==> config.mk <==
export PLATFORM = sky130hd
export DESIGN_NAME = code128_symbol_decoder
export DESIGN_NICKNAME = d
export VERILOG_FILES = /design/src/hw/rtl/c128d_pkg.sv /design/src/hw/rtl/code128_symbol_decoder.sv
export SDC_FILE = /design/constraint.sdc
export NUM_CORES = 1
export LEC_CHECK = 0
export ABC_CLOCK_PERIOD_IN_PS = 5600
export BUFFER_PORTS_ARGS = -buffer_cell sky130_fd_sc_hd__buf_2
export CORE_MARGIN = 3
export CORE_UTILIZATION = 58
export CTS_CLUSTER_SIZE = 8
export DETAILED_ROUTE_END_ITERATION = 8
export PLACE_DENSITY_LB_ADDON = 0.25
export SYNTH_ARGS = -nofsm -noshare
export SYNTH_HDL_FRONTEND = slang
export SYNTH_SLANG_ARGS = --single-unit
==> constraint.sdc <==
create_clock -name clk -period 5.6 [get_ports clk]
set_input_delay 0.56 -clock clk [delete_from_list [all_inputs] [get_ports clk]]
set_output_delay 0.56 -clock clk [all_outputs]
set_load 0.02 [all_outputs]
==> src/hw/rtl/c128d_pkg.sv <==
// ----------------------------------------------------------------------------
// Code 128 symbol decoder package
// Shared types, symbol codes, result kinds and the constant tables used for
// set C digit splitting and the modulo 103 check sum.
// ----------------------------------------------------------------------------
package c128d_pkg;

  // Kind of one result transaction.
  typedef enum logic [2:0] {
    KIND_CHAR    = 3'd0,
    KIND_OK      = 3'd1,
    KIND_BAD_SUM = 3'd2,
    KIND_ILLEGAL = 3'd3,
    KIND_EMPTY   = 3'd4
  } kind_t;

  // Active code set.
  typedef enum logic [1:0] {
    SET_A = 2'd0,
    SET_B = 2'd1,
    SET_C = 2'd2
  } code_set_t;

  // One entry of the result buffer.
  typedef struct packed {
    logic [7:0] data;
    kind_t      kind;
  } slot_t;

  localparam int CHECK_MOD = 103;

  // Symbol values.
  localparam logic [6:0] SYM_SHIFT   = 7'd98;
  localparam logic [6:0] SYM_CODE_C  = 7'd99;
  localparam logic [6:0] SYM_CODE_B  = 7'd100;  // in sets A and C
  localparam logic [6:0] SYM_FNC4_B  = 7'd100;  // in set B
  localparam logic [6:0] SYM_CODE_A  = 7'd101;  // in sets B and C
  localparam logic [6:0] SYM_FNC4_A  = 7'd101;  // in set A
  localparam logic [6:0] SYM_FNC1    = 7'd102;
  localparam logic [6:0] SYM_START_A = 7'd103;
  localparam logic [6:0] SYM_START_C = 7'd105;
  localparam logic [6:0] SYM_STOP    = 7'd106;
  localparam logic [6:0] SYM_MAX_C   = 7'd102;

  // Character bytes produced by the decoder.
  localparam logic [7:0] BYTE_GS     = 8'h1D;
  localparam logic [7:0] BYTE_BRACKET = 8'h5D;
  localparam logic [7:0] BYTE_UPPER_C = 8'h43;
  localparam logic [7:0] BYTE_ONE    = 8'h31;
  localparam logic [7:0] BYTE_ZERO   = 8'h30;

  typedef logic [6:0] mod_tab_t [128];
  typedef logic [7:0] digit_tab_t [128];

  // (h * 128) mod 103, used to fold the upper bits of a product.
  function automatic mod_tab_t hi_mod_table();
    mod_tab_t t;
    for (int h = 0; h < 128; h++) begin
      t[h] = 7'((h * 128) % CHECK_MOD);
    end
    return t;
  endfunction

  // Tens digit in the upper nibble, units digit in the lower one.
  function automatic digit_tab_t digit_table();
    digit_tab_t t;
    for (int d = 0; d < 128; d++) begin
      if (d < 100) begin
        t[d] = {4'(d / 10), 4'(d % 10)};
      end else begin
        t[d] = 8'h00;
      end
    end
    return t;
  endfunction

  localparam mod_tab_t   HI_MOD = hi_mod_table();
  localparam digit_tab_t DIGITS = digit_table();

  // Reduces a value below 333 modulo 103 with two compare and subtract steps.
  function automatic logic [6:0] mod103_fold(input logic [8:0] x);
    logic [8:0] r;
    r = x;
    if (r >= 9'd206) begin
      r = r - 9'd206;
    end
    if (r >= 9'd103) begin
      r = r - 9'd103;
    end
    return r[6:0];
  endfunction

endpackage

==> src/hw/rtl/code128_symbol_decoder.sv <==
// ----------------------------------------------------------------------------
// Code 128 symbol decoder
// Turns a stream of Code 128 symbol values into character bytes and a final
// status transaction per symbol, with code set, shift, FNC4 and GS1 handling.
// ----------------------------------------------------------------------------
// Each symbol value is decoded in the cycle in which its transaction is
// accepted, and the result transactions that it causes are loaded into a
// four-entry result buffer that drains one transaction per cycle on the
// output channel while out_ready is high. A symbol that gives no result
// leaves the buffer free for the next one; after one that gives results, a
// new symbol is taken in the same cycle as the last of those results leaves,
// so the sustained rate of symbols is bounded by the single output
// port. The bytes of the latest data code are held back, because at the stop
// code that code turns out to be the check character: it is dropped at stop
// when it was printable and passed on otherwise. The weighted check sum uses
// one 7 by 7 bit multiplier whose product is registered and folded modulo 103
// when the next code arrives. The configuration register gs1_mode may only be
// written while the block is idle; with it set, FNC1 gives "]C1" at the start
// of the data and a group separator byte after that.
// ----------------------------------------------------------------------------
module code128_symbol_decoder (
  input  logic       clk,
  input  logic       rst,
  input  logic       cfg_valid,
  output logic       cfg_ready,
  input  logic       cfg_data,
  input  logic       in_valid,
  output logic       in_ready,
  input  logic [6:0] symbol_value,
  output logic       out_valid,
  input  logic       out_ready,
  output logic [7:0] out_byte,
  output logic [2:0] kind,
  output logic       last
);

  // Decoder state.
  logic                  gs1_mode;
  logic                  active, active_next;
  c128d_pkg::code_set_t  code_set, code_set_next;
  logic                  unshift_pending, unshift_pending_next;
  logic                  upper_latched, upper_latched_next;
  logic                  upper_one_shot, upper_one_shot_next;
  logic [6:0]            weight_mod, weight_mod_next;
  logic [6:0]            sum_before_last, sum_before_last_next;
  logic [6:0]            previous_value, previous_value_next;
  logic [13:0]           prod_last, prod_last_next;
  logic [7:0]            held_bytes [3];
  logic [7:0]            held_bytes_next [3];
  logic [1:0]            held_count, held_count_next;
  logic                  held_printable, held_printable_next;
  logic                  any_output, any_output_next;

  // Result buffer: entry 0 is the one shown on the output port.
  c128d_pkg::slot_t      slots [4];
  c128d_pkg::slot_t      slots_next [4];
  logic [2:0]            count, count_next;
  logic                  load;

  // Decode helpers.
  logic                  in_fire;
  logic                  out_fire;
  logic [6:0]            c;
  logic                  is_start;
  logic                  is_illegal;
  logic                  emit_status;
  c128d_pkg::kind_t      status_kind;
  logic [1:0]            nflush;
  logic                  flush;
  logic                  char_en;
  logic [6:0]            char_base;
  logic                  digits_en;
  logic                  fnc1_en;
  logic                  fnc4_en;
  logic [1:0]            hold_n;
  logic [7:0]            hb0, hb1, hb2;
  logic [7:0]            digit_pair;
  logic [6:0]            sum_fold;

  assign c         = symbol_value;
  assign cfg_ready = 1'b1;
  assign out_valid = (count != 3'd0);
  assign last      = (count == 3'd1);
  assign out_byte  = slots[0].data;
  assign kind      = slots[0].kind;

  // The buffer must be empty, or emptying now, before the next symbol loads it.
  assign in_ready  = (count == 3'd0) || ((count == 3'd1) && out_ready);
  assign in_fire   = in_valid && in_ready;
  assign out_fire  = out_valid && out_ready;

  assign is_start   = (c >= c128d_pkg::SYM_START_A) && (c <= c128d_pkg::SYM_START_C);
  assign is_illegal = (c >= c128d_pkg::SYM_START_A) && (c != c128d_pkg::SYM_STOP);

  assign digit_pair = c128d_pkg::DIGITS[c];

  // Check sum contribution of the previous latest code, folded modulo 103.
  assign sum_fold = c128d_pkg::mod103_fold(9'(prod_last[6:0])
                    + 9'(c128d_pkg::HI_MOD[prod_last[13:7]])
                    + 9'(sum_before_last));

  always_comb begin
    active_next          = active;
    code_set_next        = code_set;
    unshift_pending_next = unshift_pending;
    upper_latched_next   = upper_latched;
    upper_one_shot_next  = upper_one_shot;
    weight_mod_next      = weight_mod;
    sum_before_last_next = sum_before_last;
    previous_value_next  = previous_value;
    prod_last_next       = prod_last;
    held_bytes_next      = held_bytes;
    held_count_next      = held_count;
    held_printable_next  = held_printable;
    any_output_next      = any_output;
    emit_status          = 1'b0;
    status_kind          = c128d_pkg::KIND_OK;
    flush                = 1'b0;
    char_en              = 1'b0;
    char_base            = 7'd0;
    digits_en            = 1'b0;
    fnc1_en              = 1'b0;
    fnc4_en              = 1'b0;
    hold_n               = 2'd0;
    hb0                  = 8'd0;
    hb1                  = 8'd0;
    hb2                  = 8'd0;

    if (in_fire) begin
      if (!active) begin
        // Waiting for a start code; anything else is ignored.
        if (is_start) begin
          active_next          = 1'b1;
          code_set_next        = c128d_pkg::code_set_t'(2'(c - c128d_pkg::SYM_START_A));
          unshift_pending_next = 1'b0;
          upper_latched_next   = 1'b0;
          upper_one_shot_next  = 1'b0;
          weight_mod_next      = 7'd0;
          sum_before_last_next = c - c128d_pkg::SYM_START_A;
          previous_value_next  = 7'd0;
          prod_last_next       = 14'd0;
          held_count_next      = 2'd0;
          held_printable_next  = 1'b1;
          any_output_next      = 1'b0;
        end
      end else if (is_illegal) begin
        // A start code inside a symbol, or a value above stop.
        active_next     = 1'b0;
        held_count_next = 2'd0;
        emit_status     = 1'b1;
        status_kind     = c128d_pkg::KIND_ILLEGAL;
      end else if (c == c128d_pkg::SYM_STOP) begin
        active_next     = 1'b0;
        held_count_next = 2'd0;
        emit_status     = 1'b1;
        if (sum_before_last != previous_value) begin
          status_kind = c128d_pkg::KIND_BAD_SUM;
        end else if (!any_output) begin
          status_kind = c128d_pkg::KIND_EMPTY;
        end else begin
          // The held bytes belong to the check character; pass them on only
          // when that character was not a printable one.
          status_kind = c128d_pkg::KIND_OK;
          flush       = !held_printable;
        end
      end else begin
        // Data or function code: release what the previous code held.
        flush                = 1'b1;
        sum_before_last_next = sum_fold;
        weight_mod_next      = (weight_mod == c128d_pkg::SYM_MAX_C) ? 7'd0 : weight_mod + 7'd1;
        previous_value_next  = c;
        prod_last_next       = {7'd0, weight_mod_next} * {7'd0, c};
        unshift_pending_next = 1'b0;
        held_printable_next  = 1'b1;

        case (code_set)
          c128d_pkg::SET_A: begin
            if (c < 7'd64) begin
              char_en   = 1'b1;
              char_base = c + 7'd32;
            end else if (c < 7'd96) begin
              char_en   = 1'b1;
              char_base = c - 7'd64;
            end else begin
              held_printable_next = 1'b0;
              case (c)
                c128d_pkg::SYM_FNC1:   fnc1_en = 1'b1;
                c128d_pkg::SYM_FNC4_A: fnc4_en = 1'b1;
                c128d_pkg::SYM_SHIFT: begin
                  unshift_pending_next = 1'b1;
                  code_set_next        = c128d_pkg::SET_B;
                end
                c128d_pkg::SYM_CODE_B: code_set_next = c128d_pkg::SET_B;
                c128d_pkg::SYM_CODE_C: code_set_next = c128d_pkg::SET_C;
                default: ;
              endcase
            end
          end
          c128d_pkg::SET_B: begin
            if (c < 7'd96) begin
              char_en   = 1'b1;
              char_base = c + 7'd32;
            end else begin
              held_printable_next = 1'b0;
              case (c)
                c128d_pkg::SYM_FNC1:   fnc1_en = 1'b1;
                c128d_pkg::SYM_FNC4_B: fnc4_en = 1'b1;
                c128d_pkg::SYM_SHIFT: begin
                  unshift_pending_next = 1'b1;
                  code_set_next        = c128d_pkg::SET_A;
                end
                c128d_pkg::SYM_CODE_A: code_set_next = c128d_pkg::SET_A;
                c128d_pkg::SYM_CODE_C: code_set_next = c128d_pkg::SET_C;
                default: ;
              endcase
            end
          end
          default: begin
            if (c < 7'd100) begin
              digits_en = 1'b1;
            end else begin
              held_printable_next = 1'b0;
              case (c)
                c128d_pkg::SYM_FNC1:   fnc1_en = 1'b1;
                c128d_pkg::SYM_CODE_A: code_set_next = c128d_pkg::SET_A;
                c128d_pkg::SYM_CODE_B: code_set_next = c128d_pkg::SET_B;
                default: ;
              endcase
            end
          end
        endcase

        // Bytes of this code, held until the next code shows it is not the
        // check character.
        if (char_en) begin
          hb0                 = {upper_one_shot ^ upper_latched, char_base};
          hold_n              = 2'd1;
          upper_one_shot_next = 1'b0;
        end
        if (digits_en) begin
          hb0    = c128d_pkg::BYTE_ZERO | {4'd0, digit_pair[7:4]};
          hb1    = c128d_pkg::BYTE_ZERO | {4'd0, digit_pair[3:0]};
          hold_n = 2'd2;
        end
        if (fnc1_en && gs1_mode) begin
          if (any_output) begin
            hb0    = c128d_pkg::BYTE_GS;
            hold_n = 2'd1;
          end else begin
            hb0    = c128d_pkg::BYTE_BRACKET;
            hb1    = c128d_pkg::BYTE_UPPER_C;
            hb2    = c128d_pkg::BYTE_ONE;
            hold_n = 2'd3;
          end
        end
        if (fnc4_en) begin
          if (upper_one_shot) begin
            // A second FNC4 in a row toggles the latched upper mode.
            upper_latched_next  = !upper_latched;
            upper_one_shot_next = 1'b0;
          end else begin
            upper_one_shot_next = 1'b1;
          end
        end

        held_bytes_next[0] = hb0;
        held_bytes_next[1] = hb1;
        held_bytes_next[2] = hb2;
        held_count_next    = hold_n;
        any_output_next    = any_output || (hold_n != 2'd0);

        // After a shifted code the set falls back to B from A, else to A.
        if (unshift_pending) begin
          code_set_next = (code_set_next == c128d_pkg::SET_A) ? c128d_pkg::SET_B
                                                              : c128d_pkg::SET_A;
        end
      end
    end
  end

  // Result transactions of this symbol: flushed bytes first, status after.
  assign nflush = flush ? held_count : 2'd0;
  assign load   = in_fire && ((nflush != 2'd0) || emit_status);

  always_comb begin
    for (int i = 0; i < 3; i++) begin
      if (2'(i) < nflush) begin
        slots_next[i].data = held_bytes[i];
        slots_next[i].kind = c128d_pkg::KIND_CHAR;
      end else begin
        slots_next[i].data = 8'd0;
        slots_next[i].kind = status_kind;
      end
    end
    slots_next[3].data = 8'd0;
    slots_next[3].kind = status_kind;
    count_next = {1'b0, nflush} + {2'd0, emit_status};
  end

  always_ff @(posedge clk) begin
    if (rst) begin
      gs1_mode        <= 1'b0;
      active          <= 1'b0;
      code_set        <= c128d_pkg::SET_A;
      unshift_pending <= 1'b0;
      upper_latched   <= 1'b0;
      upper_one_shot  <= 1'b0;
      weight_mod      <= 7'd0;
      sum_before_last <= 7'd0;
      previous_value  <= 7'd0;
      prod_last       <= 14'd0;
      held_count      <= 2'd0;
      held_printable  <= 1'b1;
      any_output      <= 1'b0;
      count           <= 3'd0;
    end else begin
      if (cfg_valid && cfg_ready) begin
        gs1_mode <= cfg_data;
      end
      active          <= active_next;
      code_set        <= code_set_next;
      unshift_pending <= unshift_pending_next;
      upper_latched   <= upper_latched_next;
      upper_one_shot  <= upper_one_shot_next;
      weight_mod      <= weight_mod_next;
      sum_before_last <= sum_before_last_next;
      previous_value  <= previous_value_next;
      prod_last       <= prod_last_next;
      held_count      <= held_count_next;
      held_printable  <= held_printable_next;
      any_output      <= any_output_next;
      if (load) begin
        count <= count_next;
      end else if (out_fire) begin
        count <= count - 3'd1;
      end
    end
  end

  // Payload registers: held bytes and the result buffer entries.
  always_ff @(posedge clk) begin
    held_bytes <= held_bytes_next;
    if (load) begin
      slots <= slots_next;
    end else if (out_fire) begin
      slots[0] <= slots[1];
      slots[1] <= slots[2];
      slots[2] <= slots[3];
    end
  end

endmodule

==> metrics.md <==
| Metric | Value |
|---|---|
| Fin worst setup slack | 235 ps |
| Post-route DRC | 0 |
| Async set-reset flop share out of synthesis | 0 |
| Synth area leader | edfxtp_1 |
| WHS Path Cells | 2 |
| RSZ-0062 raised after global routing | yes |
| Hold Slack | 460 ps |
| Syn nets | ~1200 |
| Full die area | 0.0166 mm² |
| CP Launch Type | flop |
| CP Class | flop to flop |
| Share of cells above drive strength 1 | 0.128 |
| Seq pwr share | 0.431 |
| Final setup viols | 0 |
| Yosys top cell area share | 0.141 |
| Setup TNS | 0 ps |
| Synth cell types | 87 |
| Input/output buffers | 26 |
| Mapped Cells | 1083 |
| Net Sw Frac | 0.336 |
| Fin crit period | 5360 ps |
| Number of diodes | 0 |
| Register bit total from synthesis | 90 |
| Final core occ | 0.644 |
| Most common library cells after synthesis | 132 x nand2_1, 92 x a21oi_1, 84 x inv_1, 84 x nor2_1, 68 x ha_1 |
| Mapped Area | 0.00875 mm² |
| Max layer used | met4 |
| VDD IR max | ~0.15 mV |
| Final wirelength | 21300 µm |
| Core footprint | 0.0146 mm² |
| Max Slew Vio Count | 0 |
| Clock network fraction of design power | 0.305 |
| Rows | 44 |
| Fillers | 1275 |
| Routed length on met3 | around 1200 µm |
| Relative slew slack | 0.459 |
| Tightest Pin Transition | 804 ps |
| Yosys warns | 0 |
| Inserted Clock Buffers | 9 |
| Layout Skew | 10.1 ps |
| Max Fclk | 0.186 GHz |
| Reg2Reg Depth | 19 |
| Drt via density | 6.14 |
| TritonCTS clock tree | built |
| Final GP Congestion | 0.937 |
| DRT iter0 DRCs | 632 |
| Clock Sinks | 90 |
| Worst-Skew Late Latency | 360 ps |
| Switching power | ~0.66 mW |
| CP max FO | 18 |
| Internal power | 1.29 mW |
| Met2 wire length | between 10000 and 15000 µm |
| Nets | approximately 1200 |
| Register area share after synthesis | 0.253 |
| CTS HTree Levels | 3 |
| Initial antenna violation count | 0 |
| Top cells by area, synth | edfxtp_1 14%, dfxtp_1 11%, ha_1 9.7% |
| Syn_area_per_cell | 8.08 µm² |
| First-pass GRT wire length | approximately 35000 µm |
| HPWL after detailed placement | ~16000 µm |
| Vias | between 7000 and 8000 |
| Metal-1 WL | 9250 µm |
| Ys flop type | dfxtp_1 |
| Status | complete, no violations |
| Max_cap viols | 0 |
| Die Height | 129 µm |
| Die Wd | 129 µm |
| Root buffer cell | clkbuf_16 |
| Crit end category | flop |
| Pwr/cell area | 207 mW/mm² |
| I/O Pins | 28 |
| Fin crit share | 0.958 |
| Leakage power | 3.89 nW |
| Worst EP arrival | 5630 ps |
| Antenna viol nets, final | 0 |
| EDFF count, synth | 41 |
| Vias in the first global route | 7283 |
| P&R area growth vs syn | 7.87% |
| Worst Hold Class | flop to flop |
| Pin count of the biggest net entering global routing | 58 |
| Combinational group share of total power | 0.264 |
| Crit path required time | 5870 ps |
| Reg clk slew, reported paths | ~70 ps |
| Grt total ovfl | 0 |
| WL/cell | 16.8 µm |
| Hold_buf cts | 0 |
| DR pass1 iterations | 5 |
| Count leader, synth | nand2_1 |
| Max clock buf depth | 2 |
| All-layer global routing usage | 0.261 |
| Pre-CTS WS | roughly 150 ps |
| Starting Density | 0.597 |
| Final Hold Vio Count | 0 |
per-stage QoR:
stage / total power [mW] / cell area, µm² / std cells
after floorplan: 1.26 / 8750 / 1083
after global placement: 1.36 / 9090 / 1253
after detailed placement: 1.36 / 9090 / 1253
after CTS: 1.96 / 9380 / 1269
after global routing: 2.04 / 9430 / 1270
final: 1.95 / 9430 / 1270
worst paths after layout:
kind / start / endpoint / slack [ps]
max: prod_last[8] / sum_before_last[1] / 240
min: prod_last[4] / prod_last[4] / 460
max reg2reg: prod_last[8] / sum_before_last[1] / 240
min reg2reg: prod_last[4] / prod_last[4] / 460
per-layer routing:
metal | vias up | GRT usage
met2 | 256 | 0.440
met5 | - | 0
met1 | 3701 | 0.350
met4 | 0 | 0.0809
li1 | 3808 | -
met3 | 33 | 0.0357
critical path: stages (launching register included):
cell and delay, ps:
dfxtp_1 330, buf_4 230, ha_2 260, buf_4 160, mux2i_1 70, mux4_2 460, mux2_2 310, fa_1 390
ha_1 240, fa_1 420, a211oi_2 300, o21ba_2 210, o22ai_1 110, or2_1 310, a31o_4 290, mux2_4 330
a211oi_4 300, a31oi_1 140, mux2i_1 150, a211oi_1 240
logic make-up after synthesis:
logic type,synth area share
muxes,0.0505
and+or+nand+nor,0.197
adders and majority gates,0.171
AOI/OAI and AO/OA,0.212
xor gates and xnor gates,0.0359
DFF,0.253
buffers and inverters,0.0805
other,0.000429
layout by cell type (no fill, tap or decap), types with 17 or more instances in the layout:
master / n
a21oi_1: 92
xnor2_1: 22
nand3_1: 48
inv_1: 82
fa_1: 32
dfxtp_1: 48
ha_1: 64
nand2_1: 132
nor2_1: 81
edfxtp_1: 41
o21ai_0: 59
buf_2: 26
mux2i_1: 19
nor3_1: 32
buf_4: 46
a211oi_1: 17
flip-flops by register name, summed over array words and instances (netlist names):
| name | flops |
|---|---|
| code_set | 2 |
| gs1_mode | 1 |
| held_printable | 1 |
| count | 3 |
| sum_before_last | 7 |
| kind | 3 |
| previous_value | 7 |
| out_byte | 8 |
| upper_one_shot | 1 |
| any_output | 1 |
| held_count | 2 |
| upper_latched | 1 |
| prod_last | 14 |
| weight_mod | 7 |
| unshift_pending | 1 |
| held_bytes | 14 |
| slots | 16 |
| active | 1 |
repair_timing:
item                       CTS  global route
setup buffers                0             1
setup endpoints to repair    0            10
gates resized for setup      0            15
power groups by stage:
stage	combinational [mW]	sequential (mW)	clock [mW]
finish	0.515	0.839	0.594
global route	0.571	0.849	0.623
CTS	0.513	0.839	0.604
detailed placement	0.511	0.854	0
global placement	0.503	0.852	0
floorplan	0.421	0.836	0
area by class of cell:
type / count / area [µm²] / area share
flip-flops and latches: 90 / 2210 / 0.235
repair buffers: 73 / 495 / 0.0525
well taps: 184 / 230 / 0.0244
clock buffers: 9 / 225 / 0.0239
clock inverters: 7 / 58.8 / 0.00623
multi-input cells: 820 / 5880 / 0.624
inverters: 87 / 327 / 0.0346
Note: power is estimated with default switching activity, not from simulation.
